### src/hdl/bpa_pkg.sv
// Shared constants, payload types and table functions for the bouncing point advance block.
package bpa_pkg;

  // Geometry and number formats
  localparam int MAX_DIM     = 1024;
  localparam int FRAC_BITS   = 8;
  localparam int PHASE_BITS  = 16;
  localparam int POS_W       = 18;
  localparam int HEAD_W      = 16;
  localparam int DIM_W       = 11;
  localparam int SPEED_W     = 15;
  localparam int CFG_IDX_W   = 2;
  localparam int CFG_DATA_W  = 15;
  localparam int LIM_W       = DIM_W + FRAC_BITS;

  // Sine table and interpolation
  localparam int UNIT_SHIFT   = 14;
  localparam int SINE_W       = UNIT_SHIFT + 1;
  localparam int SINE_STEPS   = 32;
  localparam int INTERP_BITS  = PHASE_BITS - 7;
  localparam int IDX_W        = PHASE_BITS - 1 - INTERP_BITS;
  localparam int DIFF_W       = 10;
  localparam int QUARTER_TURN = 1 << (PHASE_BITS - 2);
  localparam int HALF_TURN    = 1 << (PHASE_BITS - 1);

  // Displacement magnitude and signed coordinate width before reflection
  localparam int DISP_W = 16;
  localparam int WIDE_W = POS_W + 3;

  // Configuration register indexes
  typedef enum logic [CFG_IDX_W-1:0] {
    CFG_AREA_WIDTH  = 2'd0,
    CFG_AREA_HEIGHT = 2'd1,
    CFG_STEP_SPEED  = 2'd2
  } cfg_idx_e;

  // Request payloads
  typedef struct packed {
    logic [POS_W-1:0]  pos_x;
    logic [POS_W-1:0]  pos_y;
    logic [HEAD_W-1:0] heading;
  } bpa_in_t;

  typedef struct packed {
    logic [POS_W-1:0]  new_x;
    logic [POS_W-1:0]  new_y;
    logic [HEAD_W-1:0] new_heading;
    logic              hit_side;
    logic              hit_top_bottom;
  } bpa_out_t;

  // Which walls of one axis reflected a coordinate
  typedef struct packed {
    logic low;
    logic high;
  } bpa_hit_t;

  // Quarter-wave sine table in Q1.14, one entry per 1/128 turn
  function automatic logic [SINE_W-1:0] sine_entry(input logic [IDX_W-1:0] idx);
    logic [SINE_W-1:0] val;
    case (int'(idx))
      0:  val = SINE_W'(0);
      1:  val = SINE_W'(804);
      2:  val = SINE_W'(1606);
      3:  val = SINE_W'(2404);
      4:  val = SINE_W'(3196);
      5:  val = SINE_W'(3981);
      6:  val = SINE_W'(4756);
      7:  val = SINE_W'(5520);
      8:  val = SINE_W'(6270);
      9:  val = SINE_W'(7005);
      10: val = SINE_W'(7723);
      11: val = SINE_W'(8423);
      12: val = SINE_W'(9102);
      13: val = SINE_W'(9760);
      14: val = SINE_W'(10394);
      15: val = SINE_W'(11003);
      16: val = SINE_W'(11585);
      17: val = SINE_W'(12140);
      18: val = SINE_W'(12665);
      19: val = SINE_W'(13160);
      20: val = SINE_W'(13623);
      21: val = SINE_W'(14053);
      22: val = SINE_W'(14449);
      23: val = SINE_W'(14811);
      24: val = SINE_W'(15137);
      25: val = SINE_W'(15426);
      26: val = SINE_W'(15679);
      27: val = SINE_W'(15893);
      28: val = SINE_W'(16069);
      29: val = SINE_W'(16207);
      30: val = SINE_W'(16305);
      31: val = SINE_W'(16364);
      32: val = SINE_W'(16384);
      default: val = SINE_W'(0);
    endcase
    return val;
  endfunction

  // Area size as used: zero counts as one pixel, large values saturate
  function automatic logic [DIM_W-1:0] limit_dim(input logic [DIM_W-1:0] v);
    logic [DIM_W-1:0] res;
    if (v == '0) begin
      res = DIM_W'(1);
    end else if (v > DIM_W'(MAX_DIM)) begin
      res = DIM_W'(MAX_DIM);
    end else begin
      res = v;
    end
    return res;
  endfunction

endpackage

### src/hdl/bpa_in_if.sv
// Point request channel: valid/ready handshake with the point payload.
interface bpa_in_if;
  import bpa_pkg::*;

  logic    valid;
  logic    ready;
  bpa_in_t data;

  modport source (output valid, output data, input ready);
  modport sink (input valid, input data, output ready);
endinterface

### src/hdl/bpa_out_if.sv
// Result request channel: valid/ready handshake with the advanced point payload.
interface bpa_out_if;
  import bpa_pkg::*;

  logic     valid;
  logic     ready;
  bpa_out_t data;

  modport source (output valid, output data, input ready);
  modport sink (input valid, input data, output ready);
endinterface

### src/hdl/bpa_sine.sv
// Sine lookup with linear interpolation: magnitude in Q1.14 and a sign bit.
module bpa_sine (
  input  logic [bpa_pkg::PHASE_BITS-1:0] phase_i,
  output logic [bpa_pkg::SINE_W-1:0]     mag_o,
  output logic                           neg_o
);
  import bpa_pkg::*;

  logic [1:0]                      quad;
  logic [PHASE_BITS-3:0]           quad_off;
  logic [PHASE_BITS-2:0]           folded;
  logic [IDX_W-1:0]                idx;
  logic [INTERP_BITS-1:0]          frac;
  logic [SINE_W-1:0]               lo_val;
  logic [SINE_W-1:0]               hi_val;
  logic [SINE_W-1:0]               diff_full;
  logic [DIFF_W-1:0]               diff;
  logic [DIFF_W+INTERP_BITS-1:0]   prod;
  logic [DIFF_W+INTERP_BITS:0]     rounded;
  logic [DIFF_W-1:0]               interp;
  logic [SINE_W-1:0]               sum;

  // Fold the phase into the first quadrant
  assign quad     = phase_i[PHASE_BITS-1 -: 2];
  assign quad_off = phase_i[PHASE_BITS-3:0];
  assign folded   = quad[0] ? ((PHASE_BITS-1)'(QUARTER_TURN) - {1'b0, quad_off})
                            : {1'b0, quad_off};
  assign idx      = folded[PHASE_BITS-2:INTERP_BITS];
  assign frac     = folded[INTERP_BITS-1:0];

  // Neighbouring table entries; the upper one is unused at the quarter point
  assign lo_val    = sine_entry(idx);
  assign hi_val    = sine_entry(IDX_W'(idx + 1'b1));
  assign diff_full = hi_val - lo_val;
  assign diff      = diff_full[DIFF_W-1:0];

  // Interpolate with round-half-up on the fraction
  assign prod    = (DIFF_W+INTERP_BITS)'(diff) * (DIFF_W+INTERP_BITS)'(frac);
  assign rounded = {1'b0, prod} + (DIFF_W+INTERP_BITS+1)'(1 << (INTERP_BITS - 1));
  assign interp  = rounded[DIFF_W+INTERP_BITS-1:INTERP_BITS];
  assign sum     = lo_val + SINE_W'(interp);

  assign mag_o = (idx >= IDX_W'(SINE_STEPS)) ? SINE_W'(1 << UNIT_SHIFT) : sum;
  assign neg_o = quad[1];

endmodule

### src/hdl/bpa_reflect.sv
// Mirrors one moved coordinate off the low and high walls and clamps what is left over.
module bpa_reflect (
  input  logic signed [bpa_pkg::WIDE_W-1:0] coord_i,
  input  logic [bpa_pkg::DIM_W-1:0]         dim_i,
  output logic [bpa_pkg::POS_W-1:0]         pos_o,
  output bpa_pkg::bpa_hit_t                 hit_o
);
  import bpa_pkg::*;

  logic signed [WIDE_W-1:0] lim;
  logic signed [WIDE_W-1:0] lim2;
  logic signed [WIDE_W-1:0] after_low;
  logic signed [WIDE_W-1:0] after_high;
  logic signed [WIDE_W-1:0] clamped;

  // Wall position in fixed point
  assign lim  = signed'(WIDE_W'({dim_i, FRAC_BITS'(0)}));
  assign lim2 = lim <<< 1;

  // Low wall first, then the high wall on the mirrored value
  assign hit_o.low  = coord_i < 0;
  assign after_low  = hit_o.low ? -coord_i : coord_i;
  assign hit_o.high = after_low >= lim;
  assign after_high = hit_o.high ? (lim2 - after_low) : after_low;

  // Clamp anything that a single reflection did not bring back inside
  always_comb begin
    if (after_high < 0) begin
      clamped = '0;
    end else if (after_high >= lim) begin
      clamped = lim - WIDE_W'(1);
    end else begin
      clamped = after_high;
    end
  end

  assign pos_o = clamped[POS_W-1:0];

endmodule

### src/hdl/bouncing_point_advance.sv
// Top level of the bouncing point advance block: four-stage point pipeline and register port.
//
// Each request carries one point and leaves as one result; a new point is taken in every cycle
// unless every stage is full and the output is blocked. The pipeline holds an input register, a
// sine stage (table read and interpolation for both axes), a displacement stage (speed times
// sine with rounding) and a result register after the add, wall reflection and heading flips.
// Each stage moves on when the one after it is empty or moving, so a result waiting at the
// output does not stop new points until every stage is full. Area width, area height and speed
// are to be written by the user via the register port only while no point is in flight; the block
// does not enforce this. Area sizes of zero count as one pixel and sizes above 1024 saturate.
module bouncing_point_advance (
  input  logic                          clk_i,
  input  logic                          rst_ni,
  input  logic                          cfg_we_i,
  input  logic [bpa_pkg::CFG_IDX_W-1:0] cfg_idx_i,
  input  logic [bpa_pkg::CFG_DATA_W-1:0] cfg_data_i,
  bpa_in_if.sink                        in_i,
  bpa_out_if.source                     out_o
);
  import bpa_pkg::*;

  // Configuration registers
  logic [DIM_W-1:0]   width_q;
  logic [DIM_W-1:0]   height_q;
  logic [SPEED_W-1:0] speed_q;
  logic [DIM_W-1:0]   width_lim;
  logic [DIM_W-1:0]   height_lim;

  // Stage valids and ready chain
  logic v1_q, v2_q, v3_q, v4_q;
  logic rdy1, rdy2, rdy3, rdy4;

  // Stage 1: input register
  bpa_in_t s1_q;

  // Stage 2: sines
  logic [POS_W-1:0]  s2_px_q, s2_py_q;
  logic [HEAD_W-1:0] s2_head_q;
  logic [SINE_W-1:0] s2_cos_mag_q, s2_sin_mag_q;
  logic              s2_cos_neg_q, s2_sin_neg_q;

  // Stage 3: displacements
  logic [POS_W-1:0]  s3_px_q, s3_py_q;
  logic [HEAD_W-1:0] s3_head_q;
  logic [DISP_W-1:0] s3_dx_q, s3_dy_q;
  logic              s3_dx_neg_q, s3_dy_neg_q;

  // Stage 4: result register
  bpa_out_t s4_q;

  // Combinational signals between stages
  logic [PHASE_BITS-1:0]          cos_phase;
  logic [SINE_W-1:0]              cos_mag, sin_mag;
  logic                           cos_neg, sin_neg;
  logic [SPEED_W+SINE_W-1:0]      prod_x, prod_y;
  logic [SPEED_W+SINE_W:0]        rnd_x, rnd_y;
  logic signed [WIDE_W-1:0]       px_w, py_w, dx_w, dy_w, x_moved, y_moved;
  logic [POS_W-1:0]               x_new, y_new;
  bpa_hit_t                       hit_x, hit_y;
  logic [HEAD_W-1:0]              head_after_x, head_after_y;

  // Register writes
  always_ff @(posedge clk_i or negedge rst_ni) begin
    if (!rst_ni) begin
      width_q  <= DIM_W'(32);
      height_q <= DIM_W'(32);
      speed_q  <= SPEED_W'(256);
    end else if (cfg_we_i) begin
      unique case (cfg_idx_e'(cfg_idx_i))
        CFG_AREA_WIDTH:  width_q  <= cfg_data_i[DIM_W-1:0];
        CFG_AREA_HEIGHT: height_q <= cfg_data_i[DIM_W-1:0];
        CFG_STEP_SPEED:  speed_q  <= cfg_data_i[SPEED_W-1:0];
        default: ;
      endcase
    end
  end

  assign width_lim  = limit_dim(width_q);
  assign height_lim = limit_dim(height_q);

  // A stage can load when it is empty or its content moves on
  assign rdy4 = !v4_q || out_o.ready;
  assign rdy3 = !v3_q || rdy4;
  assign rdy2 = !v2_q || rdy3;
  assign rdy1 = !v1_q || rdy2;
  assign in_i.ready = rdy1;

  always_ff @(posedge clk_i or negedge rst_ni) begin
    if (!rst_ni) begin
      v1_q <= 1'b0;
      v2_q <= 1'b0;
      v3_q <= 1'b0;
      v4_q <= 1'b0;
    end else begin
      if (rdy1) begin
        v1_q <= in_i.valid;
      end
      if (rdy2) begin
        v2_q <= v1_q;
      end
      if (rdy3) begin
        v3_q <= v2_q;
      end
      if (rdy4) begin
        v4_q <= v3_q;
      end
    end
  end

  // Stage 1: capture the request
  always_ff @(posedge clk_i) begin
    if (rdy1 && in_i.valid) begin
      s1_q <= in_i.data;
    end
  end

  // Stage 2: cosine is the sine a quarter turn ahead
  assign cos_phase = s1_q.heading + PHASE_BITS'(QUARTER_TURN);

  bpa_sine u_cos (
    .phase_i (cos_phase),
    .mag_o   (cos_mag),
    .neg_o   (cos_neg)
  );

  bpa_sine u_sin (
    .phase_i (s1_q.heading),
    .mag_o   (sin_mag),
    .neg_o   (sin_neg)
  );

  always_ff @(posedge clk_i) begin
    if (rdy2 && v1_q) begin
      s2_px_q      <= s1_q.pos_x;
      s2_py_q      <= s1_q.pos_y;
      s2_head_q    <= s1_q.heading;
      s2_cos_mag_q <= cos_mag;
      s2_cos_neg_q <= cos_neg;
      s2_sin_mag_q <= sin_mag;
      s2_sin_neg_q <= sin_neg;
    end
  end

  // Stage 3: speed times sine, rounded to the nearest Q.8 step
  assign prod_x = (SPEED_W+SINE_W)'(speed_q) * (SPEED_W+SINE_W)'(s2_cos_mag_q);
  assign prod_y = (SPEED_W+SINE_W)'(speed_q) * (SPEED_W+SINE_W)'(s2_sin_mag_q);
  assign rnd_x  = {1'b0, prod_x} + (SPEED_W+SINE_W+1)'(1 << (UNIT_SHIFT - 1));
  assign rnd_y  = {1'b0, prod_y} + (SPEED_W+SINE_W+1)'(1 << (UNIT_SHIFT - 1));

  always_ff @(posedge clk_i) begin
    if (rdy3 && v2_q) begin
      s3_px_q     <= s2_px_q;
      s3_py_q     <= s2_py_q;
      s3_head_q   <= s2_head_q;
      s3_dx_q     <= rnd_x[UNIT_SHIFT+DISP_W-1:UNIT_SHIFT];
      s3_dy_q     <= rnd_y[UNIT_SHIFT+DISP_W-1:UNIT_SHIFT];
      s3_dx_neg_q <= s2_cos_neg_q;
      s3_dy_neg_q <= s2_sin_neg_q;
    end
  end

  // Stage 4: move, reflect and flip the heading
  assign px_w    = signed'(WIDE_W'(s3_px_q));
  assign py_w    = signed'(WIDE_W'(s3_py_q));
  assign dx_w    = signed'(WIDE_W'(s3_dx_q));
  assign dy_w    = signed'(WIDE_W'(s3_dy_q));
  assign x_moved = s3_dx_neg_q ? (px_w - dx_w) : (px_w + dx_w);
  assign y_moved = s3_dy_neg_q ? (py_w - dy_w) : (py_w + dy_w);

  bpa_reflect u_reflect_x (
    .coord_i (x_moved),
    .dim_i   (width_lim),
    .pos_o   (x_new),
    .hit_o   (hit_x)
  );

  bpa_reflect u_reflect_y (
    .coord_i (y_moved),
    .dim_i   (height_lim),
    .pos_o   (y_new),
    .hit_o   (hit_y)
  );

  // Two flips on one axis cancel, so only an odd count changes the heading
  assign head_after_x = (hit_x.low ^ hit_x.high) ? (HEAD_W'(HALF_TURN) - s3_head_q)
                                                 : s3_head_q;
  assign head_after_y = (hit_y.low ^ hit_y.high) ? (HEAD_W'(0) - head_after_x)
                                                 : head_after_x;

  always_ff @(posedge clk_i) begin
    if (rdy4 && v3_q) begin
      s4_q.new_x          <= x_new;
      s4_q.new_y          <= y_new;
      s4_q.new_heading    <= head_after_y;
      s4_q.hit_side       <= hit_x.low | hit_x.high;
      s4_q.hit_top_bottom <= hit_y.low | hit_y.high;
    end
  end

  assign out_o.valid = v4_q;
  assign out_o.data  = s4_q;

  // An accepted request always lands in the input register
  a_accept_lands : assert property (@(posedge clk_i) disable iff (!rst_ni)
    (in_i.valid && in_i.ready) |=> v1_q)
    else $error("accepted request did not reach the input register");

  // A point in the displacement stage waits while the result register is blocked
  a_stage_holds : assert property (@(posedge clk_i) disable iff (!rst_ni)
    (v3_q && !rdy4) |=> v3_q)
    else $error("point lost from the displacement stage during a stall");

  // A point that moves out of the displacement stage fills the result register
  a_result_fills : assert property (@(posedge clk_i) disable iff (!rst_ni)
    (v3_q && rdy4) |=> v4_q)
    else $error("point did not reach the result register");

endmodule
### src/flat_wrapper.sv
// flat-port wrapper written by rule: the top's interface ports become plain ports
module bouncing_point_advance_flat import bpa_pkg::*;
  (clk_i, rst_ni, cfg_we_i, cfg_idx_i, cfg_data_i, in_i_valid, in_i_data, in_i_ready, out_o_valid, out_o_data, out_o_ready);
  bpa_in_if in_i_i ();
  bpa_out_if out_o_i ();
  input  logic clk_i;
  input  logic rst_ni;
  input  logic cfg_we_i;
  input  logic [bpa_pkg::CFG_IDX_W-1:0] cfg_idx_i;
  input  logic [bpa_pkg::CFG_DATA_W-1:0] cfg_data_i;
  input wire logic [$bits(in_i_i.valid)-1:0] in_i_valid;
  input wire logic [$bits(in_i_i.data)-1:0] in_i_data;
  output wire logic [$bits(in_i_i.ready)-1:0] in_i_ready;
  output wire logic [$bits(out_o_i.valid)-1:0] out_o_valid;
  output wire logic [$bits(out_o_i.data)-1:0] out_o_data;
  input wire logic [$bits(out_o_i.ready)-1:0] out_o_ready;
  assign in_i_i.valid = in_i_valid;
  assign in_i_i.data = in_i_data;
  assign in_i_ready = in_i_i.ready;
  assign out_o_valid = out_o_i.valid;
  assign out_o_data = out_o_i.data;
  assign out_o_i.ready = out_o_ready;
  bouncing_point_advance u_core (.clk_i(clk_i), .rst_ni(rst_ni), .cfg_we_i(cfg_we_i), .cfg_idx_i(cfg_idx_i), .cfg_data_i(cfg_data_i), .in_i(in_i_i), .out_o(out_o_i));
endmodule
### config.mk
export PLATFORM = sky130hd
export DESIGN_NAME = bouncing_point_advance_flat
export DESIGN_NICKNAME = d
export VERILOG_FILES = /design/src/hdl/bpa_pkg.sv /design/src/hdl/bpa_in_if.sv /design/src/hdl/bpa_out_if.sv /design/src/hdl/bpa_sine.sv /design/src/hdl/bpa_reflect.sv /design/src/hdl/bouncing_point_advance.sv /design/src/flat_wrapper.sv
export SDC_FILE = /design/constraint.sdc
export NUM_CORES = 2
export LEC_CHECK = 0
export BUFFER_PORTS_ARGS = -buffer_cell sky130_fd_sc_hd__buf_2
export CORE_MARGIN = 5
export CORE_UTILIZATION = 46
export DETAILED_ROUTE_END_ITERATION = 12
export GPL_ROUTABILITY_DRIVEN = 0
export PLACE_DENSITY = 0.62
export SKIP_CTS_REPAIR_TIMING = 1
export SLEW_MARGIN = 10
export SYNTH_ARGS = -nofsm -noshare
export SYNTH_HDL_FRONTEND = slang
export SYNTH_SLANG_ARGS = --single-unit
### constraint.sdc
create_clock -name clk_i -period 16 [get_ports clk_i]
set_input_delay 1.6 -clock clk_i [delete_from_list [all_inputs] [get_ports clk_i]]
set_output_delay 1.6 -clock clk_i [all_outputs]
set_load 0.1 [all_outputs]
# After elaboration in Yosys (flattened, before gate mapping)
# Memory sizes are Yosys's and may differ from the RTL's.
# Index checks and enable logic that the tools add are counted.
# word_totals
ff_bits,317
latch_bits,0
ram_bits,0
rom_bits,3840
in_bits,74
output_inout_bits,56
wordCells,114
n_memories,4
# memory_table
name,words,word_bits,read_ports,rd_clocked_by_memory_dff,write_ports,line,text
(name not given),64,15,1,0,0,bpa_pkg.sv:61,case (int'(idx))
(name not given),64,15,1,0,0,bpa_pkg.sv:61,
(name not given),64,15,1,0,0,bpa_pkg.sv:61,
(name not given),64,15,1,0,0,bpa_pkg.sv:61,
# op_classes
n_addsub,25
n_mul,4
n_div,0
order_cmp,12
n_eq_ne,2
shifts,0
mux,16
n_bitwise,4
n_reduce_logical,18
# ops
op,n
21-bit 2-to-1 mux,6
21-bit by 20-bit >= comparator with 1-bit output,4
21-bit by 1-bit < comparator with 1-bit output (second input constant),4
30-bit by 14-bit adder with 30-bit output (second input constant),2
15-bit by 15-bit multiplier with 30-bit output,2
11-bit 2-to-1 mux,4
21-bit negation,2
21-bit subtractor,2
18-bit by 16-bit adder with 19-bit output,2
19-bit by 9-bit adder with 19-bit output (second input constant),2
10-bit by 9-bit multiplier with 19-bit output,2
18-bit by 16-bit subtractor with 19-bit output,2
18-bit 2-to-1 mux,2
18-bit by 1-bit subtractor with 18-bit output (second input constant),2
16-bit 2-to-1 mux,2
15-bit by 10-bit adder with 15-bit output,2
15-bit 2-to-1 mux,2
15-bit by 14-bit subtractor with 15-bit output (first input constant),2
11-bit greater-than comparator (second input constant),2
11-bit zero test,2
10-bit subtractor,2
16-bit by 15-bit adder with 16-bit output (second input constant),1
1-bit by 16-bit subtractor with 16-bit output (first input constant),1
16-bit subtractor (first input constant),1
other kinds (11),26

# Logic depth before layout (Yosys ltp)
# logic_depth
depth_word,9
mapped_depth,58
mapped_depth_nobuf,53

# Hierarchy
# A second synthesis with hierarchy kept.
# hier_totals
cells_unflattened,4759
hier_area_um2,44057.3
# by_module_without_submodules
mod,instances,cells_each,area_each_um2,seq_area_each_um2
bouncing_point_advance,1,2593,28069.4,9317.7
bpa_sine,2,728,5526.6,0.0
bpa_reflect (u_core.u_reflect_y),1,353,2476.1,0.0
bpa_reflect (u_core.u_reflect_x),1,357,2458.6,0.0

# Worst setup path after synthesis
# Ideal clock, no wire load.
# synth_path
path_type,register to register
startpoint,reg u_core.s1_q[2] (netlist name)
endpoint,"reg u_core.s2_sin_mag_q[14], data pin"
setup_ns,0.256
arrival_time_ns,11.981
required_time_ns,15.744
path_slack_ns,3.764
stages_incl_launch_ff,53
n_path_buf,6
synth_period_minus_slack_ns,12.236
cell_sequence,edfxtp_1 or3_1 or3_1 nor3_1 nand2b_1 xor2_1 inv_1 clkbuf_1 clkbuf_1 ha_1 clkbuf_1 inv_1 ha_1 clkbuf_1 clkbuf_1 clkbuf_1 o21ai_0 a21oi_1 [... 17 more ...] and4_1 a41o_1 a21o_1 a21o_1 a21oi_1 nor2b_1 o21a_1 o21a_1 o21a_1 o21a_1 o21ai_0 nand2b_1 a311oi_1 xnor2_1 ha_1 a21oi_1 nor3_1 a31o_2
# synth_via
elab_chain_len,8
word_cells_on_any_way,10
cone_classes,add/sub: 5; mul: 1; order compare: 1; mux: 1; memory: 2
# synth_lines
element,line,text
start: declaration,bouncing_point_advance.sv:34,bpa_in_t s1_q;
start signal: assignment,bouncing_point_advance.sv:113,s1_q <= in_i.data;
15-bit by 14-bit subtractor with 15-bit output,bpa_sine.sv:26,"assign folded = quad[0] ? ((PHASE_BITS-1)'(QUARTER_TURN) - {1'b0, quad_off})"
15-bit 2-to-1 mux *,bpa_sine.sv:26,
6-bit by 1-bit adder with 6-bit output,bpa_sine.sv:33,assign hi_val = sine_entry(IDX_W'(idx + 1'b1));
memory 64 x 15 bit,--,
10-bit subtractor,bpa_sine.sv:34,assign diff_full = hi_val - lo_val;
10-bit by 9-bit multiplier with 19-bit output,bpa_sine.sv:38,assign prod = (DIFF_W+INTERP_BITS)'(diff) * (DIFF_W+INTERP_BITS)'(frac);
19-bit by 9-bit adder with 19-bit output,bpa_sine.sv:39,"assign rounded = {1'b0, prod} + (DIFF_W+INTERP_BITS+1)'(1 << (INTERP_BITS - 1));"
15-bit by 10-bit adder with 15-bit output,bpa_sine.sv:41,assign sum = lo_val + SINE_W'(interp);
end signal: assignment,bouncing_point_advance.sv:139,s2_sin_mag_q <= sin_mag;
end: declaration,bouncing_point_advance.sv:39,"logic [SINE_W-1:0] s2_cos_mag_q, s2_sin_mag_q;"
# Every way passes the cells marked *; elsewhere a longest branch is shown, timed or not.
# A chain may end at the register's enable or synchronous reset.

# Worst setup path in the final report
# layout_path
startpoint,reg u_core.s1_q[0] (netlist name)
endpoint,"reg u_core.s2_sin_mag_q[14], data pin"
# Same word-level chain as after synthesis.

==> reports/metrics.csv <==
metric,value,unit
Initial Util,46.2,%
post-place setup slack,3.20,ns
setup violators final,0,
later-pin clock latency in the skew report,0.55,ns
dpl cells,5908,
Root Buffer,clkbuf_16,
pin count of the biggest net entering global routing,55,
P&R area growth vs syn,7.16,%
Fillers,8753,
total CTS buffers,35,
grt ovf,0,
gr usage total,21.5,%
DIE WIDTH,315,um
final worst setup slack,2.99,ns
Worst-path clk slew,0.07,ns
"EDFF count, synth",274,
vias post-DR,32942,
drt pass-1 iters,6,
io pins,130,
Synth Register Bits,315,
"commonest non-fill, non-tap cell in the layout",inv_1,
"commonest cells after routing, fill and taps aside","inv_1, nand2_1, ha_1",
Syn. warnings,0,
layout cell share with drive strength beyond 1,7.55,%
DRC violations left,0,
Avg WL per Cell,18.1,um
RSZ-0062 raised after global routing,no,
DRT antenna net count,0,
Critical Path Start Type,register,
critical path endpoint category,register,
Post-Syn Area,42900,um2
Peak Freq,76.9,MHz
Synth area leader,fa_1,
H-tree depth,2,
Main synth FF type,edfxtp_1,
Slew HR,20.4,%
"setup slack, reg-to-reg",2.99,ns
status,finished clean,
crit-path max FO,34,
top cell type's share of synthesized area,21.3,%
post-DP HPWL,82600,um
fraction of the cycle the final worst path needs,81.3,%
die area,99500,um2
Longest Clk Path Bufs,3,
row count,112,
Worst Path Arrival,13.31,ns
post-synth cell types,104,
Mean Syn Cell Area,9.21,um2
first-pass GRT wire length,174000,um
Post-Route Skew,0.0182,ns
fin crit period,13.01,ns
vias in the first global route,32558,
initial antenna violation count,1,
worst min-delay path class,register to register,
CP required,16.30,ns
final std cells w/o fill,5968,
critical path type,register to register,
critical path's slowest cell,ha_1,
fin nets,5717,
Post-Syn Instances,4659,
Final Hold Fails,0,
Die Y,315,um
TNS Setup,0,ns
"Slew Viols, Final",0,
Post-synth ARST share,13.0,%
Worst-Margin Slew,1.19,ns
CTS tree,done,
core area,92900,um2
synth top area cells,"fa_1, edfxtp_1, ha_1",
DRT Wirelength,108000,um
Critical Path Max Stage Delay,0.97,ns
post-synthesis sequential area ratio,21.6,%
initial drt markers,2462,
Clock Sinks,315,
# port buffers,129,
Via density,5.52,
max_cap viols,0,
## path summary, 6_finish.rpt
kind	startpoint	endpoint	depth (start not counted)
hold reg to reg	u_core.s2_px_q[1]	u_core.s3_px_q[1]	0
max in group asynchronous	rst_ni	u_core.speed_q[9]	2
min in group asynchronous	rst_ni	u_core.width_q[9]	2
setup reg to reg	u_core.s1_q[0]	u_core.s2_sin_mag_q[14]	53
setup / recovery	u_core.s1_q[0]	u_core.s2_sin_mag_q[14]	53
hold / removal	u_core.s2_px_q[1]	u_core.s3_px_q[1]	0
## per-layer routing
metal,global-route usage [%],vias to the layer above,share of wire [%]
li1,-,15655,-
met4,5.93,0,2.7
met1,30.4,16201,45
met3,2.06,140,5.3
met2,35.8,946,47
met5,0,-,0
## synthesized netlist by cell type, drive strengths merged, types with 14 or more instances
master and count:
a21oi 218, and2 162, fa 456, nor2 301
o211ai 22, o21a 41, mux2i 18, nand3 66
a31oi 33, o41ai 14, nor2b 48, dfrtp 38
a221oi 14, or2 32, a211oi 47, a21o 43
nand2 548, xor2 95, ha 496, nor3 95
edfxtp 274, or3 30, xnor2 181, nor4 14
nand4 23, inv 633, mux2 44, o21ai 164
clkbuf 164, o31ai 31, and3 25, buf 26
o21bai 31, nand2b 59
## worst max-delay path: cells and delay by family, from the launching register on
family                     cells  cell delay [ns]
DFF                            1             0.38
adders and majority gates     11             4.56
buffers and inverters          7             0.96
and+or+nand+nor               13             2.51
xor gates and xnor gates       2             0.34
AOI/OAI and AO/OA             20             4.00
## layout make-up
type / count / area (um2) / share of cell area [%]
clock buffer: 43 / 958 / 2.09
clock inverter: 16 / 174 / 0.378
inverter: 638 / 2390 / 5.21
multi-input combinational: 3517 / 30500 / 66.5
antenna: 1 / 2.50 / 0.00544
tap: 1254 / 1570 / 3.41
timing repair buffer: 184 / 1060 / 2.30
sequential: 315 / 9260 / 20.1
## cells by family (layout without fill, tap and decap cells)
family,Yosys count,count (layout),share of synthesized area [%]
adders and majority gates,954,954,35.8
xor gates and xnor gates,277,277,5.73
buffers and inverters,828,881,7.37
DFF,315,315,21.6
and+or+nand+nor,1443,1443,15.9
muxes,62,62,1.58
AOI/OAI and AO/OA,779,779,12.1
other,1,3,0.00874
## state kept, by name (all words and copies together), names as in the netlist, 11 cells and up
name / count
u_core.height_q: 11
u_core.out_o.data: 54
u_core.s1_q: 52
u_core.s2_cos_mag_q: 15
u_core.s2_head_q: 15
u_core.s2_px_q: 18
u_core.s2_py_q: 18
u_core.s2_sin_mag_q: 15
u_core.s3_dx_q: 16
u_core.s3_dy_q: 16
u_core.s3_head_q: 15
u_core.s3_px_q: 18
u_core.s3_py_q: 18
u_core.speed_q: 15
u_core.width_q: 11
## stage by stage
stage / utilization [%] / hold WS, ns / area, um2
5_1_grt: 49.5 / 0.418 / 46000
2_1_floorplan: - / 0.400 / 42900
3_3_place_gp: 48.3 / 0.401 / 44800
4_1_cts: 49.5 / 0.405 / 46000
6_report: 49.5 / 0.411 / 46000
3_5_place_dp: 48.3 / 0.405 / 44800
Power is not shown: default switching activity piles up to over one toggle a cycle in this logic, so the estimate is an artifact.
